## config.mk

```make
export PLATFORM = sky130hd
export DESIGN_NAME = key_matrix_debounce_note_events
export DESIGN_NICKNAME = d
export VERILOG_FILES = /design/src/rtl/kmd_pkg.sv /design/src/rtl/kmd_state_mem.sv /design/src/rtl/kmd_key_update.sv /design/src/rtl/kmd_pkt_buf.sv /design/src/rtl/key_matrix_debounce_note_events.sv
export SDC_FILE = /design/constraint.sdc
export NUM_CORES = 1
export LEC_CHECK = 0
export ABC_AREA = 1
export BUFFER_PORTS_ARGS = -buffer_cell sky130_fd_sc_hd__buf_2
export CAP_MARGIN = 20
export CORE_MARGIN = 4
export CORE_UTILIZATION = 35
export DETAILED_ROUTE_END_ITERATION = 7
export HOLD_SLACK_MARGIN = 0.06
export MAX_ROUTING_LAYER = met4
export SETUP_SLACK_MARGIN = 0.1
export SYNTH_ARGS = -nofsm -noshare
export SYNTH_HDL_FRONTEND = slang
export SYNTH_SLANG_ARGS = --single-unit
```

## constraint.sdc

```tcl
create_clock -name clock -period 10.6 [get_ports clock]
set_input_delay 1.06 -clock clock [delete_from_list [all_inputs] [get_ports clock]]
set_output_delay 1.06 -clock clock [all_outputs]
set_load 0.05 [all_outputs]
```

## src/rtl/kmd_pkg.sv

```systemverilog
// Shared types and constants for the key matrix debounce and note event block.
// Used by every module under rtl; depends on nothing else.
package kmd_pkg;

   // Field widths of the input item, the key state and the result item.
   localparam int COL_W      = 2;
   localparam int LEVEL_W    = 4;
   localparam int LEVEL_MAX  = 8;
   localparam int CNT_W      = 4;
   localparam int KEY_W      = CNT_W + 1;
   localparam int NOTE_W     = 7;
   localparam int VEL_W      = 7;
   localparam int CODE_W     = 4;
   localparam int STATUS_W   = 8;
   localparam int REQ_DATA_W = 8;
   localparam int RSP_DATA_W = 32;
   localparam int RSP_PAD_W  = RSP_DATA_W - CODE_W - STATUS_W - NOTE_W - VEL_W;

   // Configuration register indexes and reset values.
   localparam int CSR_IDX_W  = 2;
   localparam int CSR_DATA_W = 7;
   localparam logic [CSR_IDX_W-1:0] CSR_THRESHOLD = 2'd0;
   localparam logic [CSR_IDX_W-1:0] CSR_BASE_NOTE = 2'd1;
   localparam logic [CSR_IDX_W-1:0] CSR_VELOCITY  = 2'd2;
   localparam logic [CNT_W-1:0]  THRESHOLD_RESET = 4'd3;
   localparam logic [NOTE_W-1:0] BASE_NOTE_RESET = 7'd60;
   localparam logic [VEL_W-1:0]  VELOCITY_RESET  = 7'd127;

   // USB MIDI packet codes.
   localparam logic [CODE_W-1:0]   CODE_NOTE_ON    = 4'h9;
   localparam logic [CODE_W-1:0]   CODE_NOTE_OFF   = 4'h8;
   localparam logic [STATUS_W-1:0] STATUS_NOTE_ON  = 8'h90;
   localparam logic [STATUS_W-1:0] STATUS_NOTE_OFF = 8'h80;

   // One column scan as it moves down the pipeline.
   typedef struct packed {
      logic                host_ready;
      logic [LEVEL_W-1:0]  row_levels;
      logic [COL_W-1:0]    column;
   } req_item_type;

endpackage

```

## src/rtl/kmd_state_mem.sv

```systemverilog
// Key state memory: one word per column, one key state (count, down mark) per row.
// Uses kmd_pkg for the key state width.
module kmd_state_mem #(
   parameter  int ROWS   = 4,
   parameter  int COLS   = 4,
   localparam int ADDR_W = (COLS > 1) ? $clog2(COLS) : 1
) (
   input  logic                             clock,
   input  logic                             reset,
   input  logic                             rd_en,
   input  logic [ADDR_W-1:0]                rd_addr,
   output logic [ROWS*kmd_pkg::KEY_W-1:0]   rd_word,
   input  logic                             wr_en,
   input  logic [ADDR_W-1:0]                wr_addr,
   input  logic [ROWS*kmd_pkg::KEY_W-1:0]   wr_word
);
   localparam int WORD_W = ROWS * kmd_pkg::KEY_W;

   logic [WORD_W-1:0] mem [COLS];
   logic [WORD_W-1:0] mem_q_ff;
   logic [WORD_W-1:0] byp_word_ff;
   logic              byp_sel_ff;
   logic              vld_q_ff;
   logic [COLS-1:0]   valid_ff;

   // Storage array with a registered read port.
   always_ff @(posedge clock) begin
      if (wr_en) begin
         mem[wr_addr] <= wr_word;
      end
      if (rd_en) begin
         mem_q_ff    <= mem[rd_addr];
         byp_word_ff <= wr_word;
      end
   end

   // Entry valid bits stand in for the all-zero reset state; the bypass
   // select catches a read that lands on the entry being written.
   always_ff @(posedge clock) begin
      if (reset) begin
         valid_ff   <= '0;
         byp_sel_ff <= 1'b0;
         vld_q_ff   <= 1'b0;
      end else begin
         if (wr_en) begin
            valid_ff[wr_addr] <= 1'b1;
         end
         if (rd_en) begin
            byp_sel_ff <= wr_en && (wr_addr == rd_addr);
            vld_q_ff   <= valid_ff[rd_addr];
         end
      end
   end

   // Read data: forwarded write, stored word, or the reset value.
   assign rd_word = byp_sel_ff ? byp_word_ff : (vld_q_ff ? mem_q_ff : '0);

endmodule

```

## src/rtl/kmd_key_update.sv

```systemverilog
// Per-row integrator update and note event decision for one scanned column.
// Uses kmd_pkg for field widths and the item struct.
module kmd_key_update #(
   parameter int ROWS = 4,
   parameter int COLS = 4
) (
   input  kmd_pkg::req_item_type                item,
   input  logic [ROWS*kmd_pkg::KEY_W-1:0]       old_word,
   input  logic [kmd_pkg::CNT_W-1:0]            threshold,
   input  logic [kmd_pkg::NOTE_W-1:0]           base_note,
   output logic                                 col_ok,
   output logic [ROWS*kmd_pkg::KEY_W-1:0]       new_word,
   output logic [ROWS-1:0]                      emit_mask,
   output logic [ROWS-1:0]                      on_mask,
   output logic [ROWS*kmd_pkg::NOTE_W-1:0]      notes
);
   localparam int KW = kmd_pkg::KEY_W;
   localparam int CW = kmd_pkg::CNT_W;
   localparam int NW = kmd_pkg::NOTE_W;

   logic [CW-1:0]                 thr_eff;
   logic [kmd_pkg::LEVEL_MAX-1:0] levels_ext;

   // A zero threshold behaves as one; rows beyond the input read released.
   assign thr_eff    = (threshold == '0) ? CW'(1) : threshold;
   assign levels_ext = {{(kmd_pkg::LEVEL_MAX - kmd_pkg::LEVEL_W){1'b1}}, item.row_levels};
   assign col_ok     = (int'(item.column) < COLS);

   // Each row lane updates independently.
   always_comb begin
      logic [CW-1:0] cnt_old;
      logic [CW-1:0] cnt_new;
      logic          down_old;
      logic          down_new;
      logic          pressed;
      new_word  = old_word;
      emit_mask = '0;
      on_mask   = '0;
      notes     = '0;
      for (int r = 0; r < ROWS; r++) begin
         cnt_old  = old_word[r*KW +: CW];
         down_old = old_word[r*KW + CW];
         pressed  = ~levels_ext[r];
         cnt_new  = cnt_old;
         if (pressed) begin
            if (cnt_old < thr_eff) begin
               cnt_new = cnt_old + CW'(1);
            end
         end else if (cnt_old != '0) begin
            cnt_new = cnt_old - CW'(1);
         end
         down_new = down_old;
         if (item.host_ready) begin
            if ((cnt_new >= thr_eff) && !down_old) begin
               down_new     = 1'b1;
               emit_mask[r] = col_ok;
               on_mask[r]   = 1'b1;
            end else if ((cnt_new == '0) && down_old) begin
               down_new     = 1'b0;
               emit_mask[r] = col_ok;
            end
         end
         new_word[r*KW +: KW] = {down_new, cnt_new};
         notes[r*NW +: NW]    = base_note + NW'(r * COLS) + NW'(item.column);
      end
   end

endmodule

```

## src/rtl/kmd_pkt_buf.sv

```systemverilog
// Packet buffer: holds the events of one scan and sends them in ascending row order.
// Uses kmd_pkg for packet codes and field widths.
module kmd_pkt_buf #(
   parameter int ROWS = 4
) (
   input  logic                                clock,
   input  logic                                reset,
   input  logic                                load,
   input  logic [ROWS-1:0]                     load_emit,
   input  logic [ROWS-1:0]                     load_on,
   input  logic [ROWS*kmd_pkg::NOTE_W-1:0]     load_notes,
   input  logic [kmd_pkg::VEL_W-1:0]           on_velocity,
   output logic                                buf_free,
   output logic                                rsp_tvalid,
   input  logic                                rsp_tready,
   // rsp_tdata, low bit up: code_index[3:0], status_byte[11:4], note[18:12],
   // velocity[25:19], zero pad[31:26]
   output logic [kmd_pkg::RSP_DATA_W-1:0]      rsp_tdata,
   output logic                                rsp_tlast
);
   localparam int NW    = kmd_pkg::NOTE_W;
   localparam int ROW_W = (ROWS > 1) ? $clog2(ROWS) : 1;

   logic [ROWS-1:0]    pend_ff, pend_in;
   logic [ROWS-1:0]    on_ff;
   logic [ROWS*NW-1:0] note_ff;
   logic [ROW_W-1:0]   sel;
   logic               found;
   logic               take;
   logic               cur_on;
   logic [NW-1:0]      cur_note;
   logic [kmd_pkg::VEL_W-1:0] cur_vel;

   // Lowest pending row goes out first.
   always_comb begin
      sel   = '0;
      found = 1'b0;
      for (int r = 0; r < ROWS; r++) begin
         if (pend_ff[r] && !found) begin
            sel   = ROW_W'(r);
            found = 1'b1;
         end
      end
   end

   assign rsp_tvalid = |pend_ff;
   assign rsp_tlast  = rsp_tvalid && ((pend_ff & (pend_ff - ROWS'(1))) == '0);
   assign take       = rsp_tvalid && rsp_tready;
   assign buf_free   = !rsp_tvalid || (take && rsp_tlast);

   // Pending mask: loaded with a new scan, one bit cleared per sent item.
   always_comb begin
      pend_in = pend_ff;
      if (load) begin
         pend_in = load_emit;
      end else if (take) begin
         pend_in = pend_ff & ~(ROWS'(1) << sel);
      end
   end

   always_ff @(posedge clock) begin
      if (reset) begin
         pend_ff <= '0;
      end else begin
         pend_ff <= pend_in;
      end
   end

   always_ff @(posedge clock) begin
      if (load) begin
         on_ff   <= load_on;
         note_ff <= load_notes;
      end
   end

   // Format the current packet.
   assign cur_on   = on_ff[sel];
   assign cur_note = note_ff[sel*NW +: NW];
   assign cur_vel  = cur_on ? on_velocity : '0;
   assign rsp_tdata = {{kmd_pkg::RSP_PAD_W{1'b0}}, cur_vel, cur_note,
                       cur_on ? kmd_pkg::STATUS_NOTE_ON : kmd_pkg::STATUS_NOTE_OFF,
                       cur_on ? kmd_pkg::CODE_NOTE_ON : kmd_pkg::CODE_NOTE_OFF};

endmodule

```

## src/rtl/key_matrix_debounce_note_events.sv

```systemverilog
// Key matrix scanner with integrator debounce, emitting USB MIDI note packets.
// Uses kmd_pkg, kmd_state_mem, kmd_key_update and kmd_pkt_buf.
//
// Usage:
//   The req channel takes one column scan per item: column, active-low row
//   levels and the host-ready flag. The rsp channel returns one item per note
//   event, rows in ascending order, with rsp_tlast on the final event of a scan.
//   A scan with no event returns nothing. The csr channel writes the debounce
//   threshold, base note and note-on velocity; it is always ready and should
//   only be written while the block is idle.
// Pipeline and throughput:
//   The key state memory is read at the edge that accepts an item; the update
//   stage computes the new state, which is written back and loaded into the
//   packet buffer when the scan leaves that stage, after the buffer frees if the
//   scan has events. One packet goes out per cycle while rsp_tready is high, at
//   most ROWS packets per scan.
//   A scan of the column just written reads the forwarded write data.
// Reset:
//   All integrators and key marks read as zero at once (entry valid bits);
//   registers return to threshold 3, base note 60, velocity 127.
// Stalls:
//   A stalled rsp holds the buffered packet; a further scan with events waits in
//   the update stage and req_tready drops until the buffer frees.
module key_matrix_debounce_note_events #(
   parameter int ROWS = 4,
   parameter int COLS = 4
) (
   input  logic                                clock,
   input  logic                                reset,
   input  logic                                req_tvalid,
   output logic                                req_tready,
   // req_tdata, low bit up: column[1:0], row_levels[5:2], host_ready[6], zero[7]
   input  logic [kmd_pkg::REQ_DATA_W-1:0]      req_tdata,
   output logic                                rsp_tvalid,
   input  logic                                rsp_tready,
   // rsp_tdata, low bit up: code_index[3:0], status_byte[11:4], note[18:12],
   // velocity[25:19], zero pad[31:26]
   output logic [kmd_pkg::RSP_DATA_W-1:0]      rsp_tdata,
   output logic                                rsp_tlast,
   input  logic                                csr_valid,
   output logic                                csr_ready,
   input  logic [kmd_pkg::CSR_IDX_W-1:0]       csr_index,
   input  logic [kmd_pkg::CSR_DATA_W-1:0]      csr_data
);
   localparam int WORD_W = ROWS * kmd_pkg::KEY_W;
   localparam int ADDR_W = (COLS > 1) ? $clog2(COLS) : 1;

   logic [kmd_pkg::CNT_W-1:0]  threshold_ff;
   logic [kmd_pkg::NOTE_W-1:0] base_note_ff;
   logic [kmd_pkg::VEL_W-1:0]  velocity_ff;

   kmd_pkg::req_item_type req_item;
   kmd_pkg::req_item_type s1_item_ff;
   logic                  s1_valid_ff, s1_valid_in;
   logic                  req_take;
   logic                  s1_fire;
   logic                  col_ok;
   logic                  wr_en;
   logic                  pkt_load;
   logic                  buf_free;
   logic [WORD_W-1:0]     old_word;
   logic [WORD_W-1:0]     new_word;
   logic [ROWS-1:0]       emit_mask;
   logic [ROWS-1:0]       on_mask;
   logic [ROWS*kmd_pkg::NOTE_W-1:0] notes;

   // Configuration registers.
   assign csr_ready = 1'b1;

   always_ff @(posedge clock) begin
      if (reset) begin
         threshold_ff <= kmd_pkg::THRESHOLD_RESET;
         base_note_ff <= kmd_pkg::BASE_NOTE_RESET;
         velocity_ff  <= kmd_pkg::VELOCITY_RESET;
      end else if (csr_valid && csr_ready) begin
         unique case (csr_index)
            kmd_pkg::CSR_THRESHOLD: threshold_ff <= csr_data[kmd_pkg::CNT_W-1:0];
            kmd_pkg::CSR_BASE_NOTE: base_note_ff <= csr_data[kmd_pkg::NOTE_W-1:0];
            kmd_pkg::CSR_VELOCITY:  velocity_ff  <= csr_data[kmd_pkg::VEL_W-1:0];
            default: ;
         endcase
      end
   end

   // Input unpacking and the acceptance rule of the update stage.
   assign req_item    = kmd_pkg::req_item_type'(req_tdata[$bits(kmd_pkg::req_item_type)-1:0]);
   assign req_tready  = !s1_valid_ff || s1_fire;
   assign req_take    = req_tvalid && req_tready;
   assign s1_fire     = s1_valid_ff && ((emit_mask == '0) || buf_free);
   assign s1_valid_in = req_take || (s1_valid_ff && !s1_fire);
   assign wr_en       = s1_fire && col_ok;
   assign pkt_load    = s1_fire && (emit_mask != '0);

   always_ff @(posedge clock) begin
      if (reset) begin
         s1_valid_ff <= 1'b0;
      end else begin
         s1_valid_ff <= s1_valid_in;
      end
   end

   always_ff @(posedge clock) begin
      if (req_take) begin
         s1_item_ff <= req_item;
      end
   end

   // Key state memory, read on acceptance and written when a scan of a valid column moves on.
   kmd_state_mem #(
      .ROWS (ROWS),
      .COLS (COLS)
   ) u_state_mem (
      .clock   (clock),
      .reset   (reset),
      .rd_en   (req_take),
      .rd_addr (ADDR_W'(req_item.column)),
      .rd_word (old_word),
      .wr_en   (wr_en),
      .wr_addr (ADDR_W'(s1_item_ff.column)),
      .wr_word (new_word)
   );

   // Integrator and event logic for all rows of the scanned column.
   kmd_key_update #(
      .ROWS (ROWS),
      .COLS (COLS)
   ) u_key_update (
      .item      (s1_item_ff),
      .old_word  (old_word),
      .threshold (threshold_ff),
      .base_note (base_note_ff),
      .col_ok    (col_ok),
      .new_word  (new_word),
      .emit_mask (emit_mask),
      .on_mask   (on_mask),
      .notes     (notes)
   );

   // Result serializer.
   kmd_pkt_buf #(
      .ROWS (ROWS)
   ) u_pkt_buf (
      .clock       (clock),
      .reset       (reset),
      .load        (pkt_load),
      .load_emit   (emit_mask),
      .load_on     (on_mask),
      .load_notes  (notes),
      .on_velocity (velocity_ff),
      .buf_free    (buf_free),
      .rsp_tvalid  (rsp_tvalid),
      .rsp_tready  (rsp_tready),
      .rsp_tdata   (rsp_tdata),
      .rsp_tlast   (rsp_tlast)
   );

   // A new scan may only enter while the update stage empties.
   a_accept_frees_stage: assert property (@(posedge clock) disable iff (reset)
      (req_take && s1_valid_ff) |-> s1_fire)
      else $error("scan accepted over a held update stage");

   // Events are only loaded into a buffer that is free.
   a_load_when_free: assert property (@(posedge clock) disable iff (reset)
      pkt_load |-> buf_free)
      else $error("packet buffer overwritten");

   // The memory is only written by a scan of a valid column in the update stage.
   a_write_from_stage: assert property (@(posedge clock) disable iff (reset)
      wr_en |-> (s1_valid_ff && (int'(s1_item_ff.column) < COLS)))
      else $error("stray key state write");

   // Nothing is presented right after reset.
   a_quiet_after_reset: assert property (@(posedge clock)
      $past(reset) |-> !rsp_tvalid)
      else $error("result valid straight after reset");

endmodule
```

==> results.yml <==
final_layout:
  fin_util_pct: 39.5
  fin_cells: 1348
  final_cell_mix: "170 x nand2_1, 151 x edfxtp_1, 130 x inv_1"
  n_antenna_cell: 0
  drive_gt1_share_pct: 14.9
  layout_commonest_cell: "nand2_1"
  syn2layout_area_growth_pct: 10.7
  nNetsFinal: 1054
clock_tree:
  cts.sinks: 180
  h-tree-depth: 4
  clkSlewWorstSetupHoldPaths_ns: 0.07
  ctsHoldBuffers: 0
  cts_tree: "done"
  cts_buffers: 17
  postCtsSetupRepairBufs: 0
  cts_root_buf: "clkbuf_16"
  clock_latency_ns: 0.43
  cts_resized: 0
  cts_max_path_buffers: 2
critical_path:
  cp_max_fo: 28
  critPathLaunchType: "flop"
  path_class: "flop to primary output"
  crit_chain: "nor2_4 -> a22oi_4 -> inv_2 -> ha_1 -> a21oi_1 -> nand2_2 -> nand2_1 -> nand2_1 -> o21ai_1 -> ha_1 -> o21ai_0 -> nand2_1 -> o21ai_0 -> inv_1 -> nand2_1 -> nand2_1 -> nand2_1 -> nand2_2 -> nor2_4 -> nand2_4 -> nand3_4 -> buf_2"
  slowest_delay_ns: 0.97
  critical_path.top_delay_family: "simple AND/OR/NAND/NOR gates"
  cp.required_ns: 9.54
  crit_arrival_ns: 4.95
  worst-path-buf-inv: 3
  critPathSlowestCell: "dfxtp_2"
  cp_common_cell: "nand2_1"
  cp-end-kind: "primary output"
synth:
  syn_inst: 969
  yosysUniqueCellTypes: 44
  syn_area_um2: 9290
  synth-edff-count: 151
  synth_top_area_cell: "edfxtp_1"
  synth_seq_cells: 180
  synth-seq-area-share_pct: 55.1
  ys.flop_type: "edfxtp_1"
  netlist_top_cells_area: "edfxtp_1 49%, nand2_1 6.9%, dfxtp_1 6.2%"
  synthArstFlopShare_pct: 0
  ys.warnings.count: 0
  avgSynthCellArea_um2: 9.59
  yosysTopAreaCellShare_pct: 48.8
grt:
  grt.overflow.total: 0
  grt_start_max_net_pins: 48
  grt_pass1_wl_mm: 31.6
  first_global_vias: 6091
  antenna_found_initial: 0
  grt_util_all_layers_pct: 14.2
timing:
  max_freq_mhz: 166
  worstMarginPinSlew_ns: 1.02
  finClkSkew_ns: 0.0186
  setup_viol: 0
  min_period_ns: 6.01
  period_share_pct: 56.7
  setup_tns_ns: 0
  finalHoldViolations: 0
  rsz0062_at_grt: "no"
  slew_viol_final: 0
  max_slew_margin_pct: 32.1
  whs_ns: 0.452
detailed_routing:
  vias: 6410
  drc: 0
  drt-initial-drc-count: 407
  first_pass_iters: 5
  avgViaCountPerCell: 4.76
  postRouteAntennaNets: 0
  wl_per_cell_um: 14.5
  routed_wl_mm: 19.5
run:
  maxCapViolCount: 0
power_and_ir_drop:
  irDropWorstVdd_v: 0.0000992
  leakagePower_nw: 4.48
  powerDensity_nw_per_um2: 187
floorplanning:
  core_um2: 26100
  die_width_um: 171
  io_pins: 58
  core.rowCount: 59
  die_area_um2: 29200
  die_y_um: 171
  start_util_pct: 35.7
placed_design:
  portBuffers: 39
  place_congestion: 0.867
  dp_hpwl_mm: 12.8
  place_inst: 1315
min_path:
  hp-class: "flop to flop"
outcome:
  status: "finished clean"
==> routing by layer <==
metal  GRT usage, %  up-vias  wire length [µm]
met5              -        -                 0
met4           3.44        0               142
met3           2.40       10               714
met2           24.1       98              9830
met1           17.8     3026              8860
li1               -     3276                 -
==> sequential cells by signal, indices dropped and copies added (netlist names) <==
signal                   cells
u_state_mem.byp_sel_ff       1
velocity_ff                  7
u_state_mem.mem_q_ff        20
u_state_mem.valid_ff         4
s1_valid_ff                  1
base_note_ff                 7
u_state_mem.byp_word_ff     20
u_pkt_buf.note_ff           20
u_pkt_buf.on_ff              4
u_pkt_buf.pend_ff            4
s1_item_ff                   7
u_state_mem.mem             80
u_state_mem.vld_q_ff         1
threshold_ff                 4
==> where the power goes <==
| part | switching (mW) | total [mW] | internal (mW) |
|---|---|---|---|
| Clock | 0.290 | 0.618 | 0.329 |
| Combinational | 0.320 | 0.426 | 0.106 |
| Sequential | 0.0259 | 0.878 | 0.852 |
| Total | 0.635 | 1.92 | 1.29 |
==> metrics by stage <==
step	instance area [µm²]	total power [mW]	worst slack, ns
final	10300	1.92	4.59
after CTS	10300	1.94	4.49
after detailed placement	9690	1.32	4.99
after floorplan	9350	1.23	5.99
after global routing	10300	2.03	4.13
after global placement	9690	1.32	4.94
==> synthesized netlist by cell type, types with 2 or more instances <==
library cell / number
a21oi_1: 25
a21oi_2: 2
a22oi_1: 3
a22oi_4: 4
a31oi_1: 3
buf_12: 2
buf_4: 19
buf_6: 3
clkbuf_1: 22
clkinv_1: 2
conb_1: 2
dfxtp_1: 29
edfxtp_1: 151
ha_1: 31
inv_1: 131
inv_2: 12
nand2_1: 170
nand2_2: 27
nand2_4: 7
nand3_1: 49
nand3_2: 2
nand3_4: 2
nand4_1: 9
nor2_1: 97
nor2_2: 6
nor2_4: 7
nor3_1: 10
o2111ai_1: 4
o211ai_1: 18
o21ai_0: 65
o21ai_1: 9
o21ai_2: 2
o22ai_1: 20
xor2_1: 14
==> final timing paths <==
path,startpoint,to,slack (ns),depth (start not counted)
max,u_state_mem.byp_sel_ff,req_tready,4.59,22
min,u_state_mem.valid_ff[0],u_state_mem.valid_ff[0],0.45,2
min reg2reg,u_state_mem.valid_ff[0],u_state_mem.valid_ff[0],0.45,2
max reg2reg,u_state_mem.byp_sel_ff,u_state_mem.mem[1][3],5.06,23
==> cell type report <==
| class | count | area (µm²) |
|---|---|---|
| Clock buffer | 19 | 454 |
| Clock inverter | 13 | 131 |
| Fill cell | 2534 | 15800 |
| Inverter | 146 | 551 |
| Multi-Input combinational cell | 611 | 3380 |
| Sequential cell | 180 | 5120 |
| Tap cell | 335 | 419 |
| Timing Repair Buffer | 44 | 233 |
==> tightest hold or removal path, delay by kind of cell (launching register included) <==
family / cells / cell delay, ns
flops: 1 / 0.30
compound gates: 1 / 0.06
buf+inv: 1 / 0.05
==> logic make-up (layout without fill, tap and decap cells) <==
family | Yosys count | after routing | synth area share, %
AND/OR/NAND/NOR | 390 | 390 | 19.4
buffers and inverters | 193 | 222 | 9.20
flip-flops | 180 | 180 | 55.1
AO/OA/AOI/OAI | 157 | 157 | 10.4
adder cells (fa/ha/maj) | 32 | 32 | 4.39
XOR/XNOR | 15 | 15 | 1.41
other | 2 | 17 | 0.0808
Note: power is estimated with default switching activity, not from simulation.
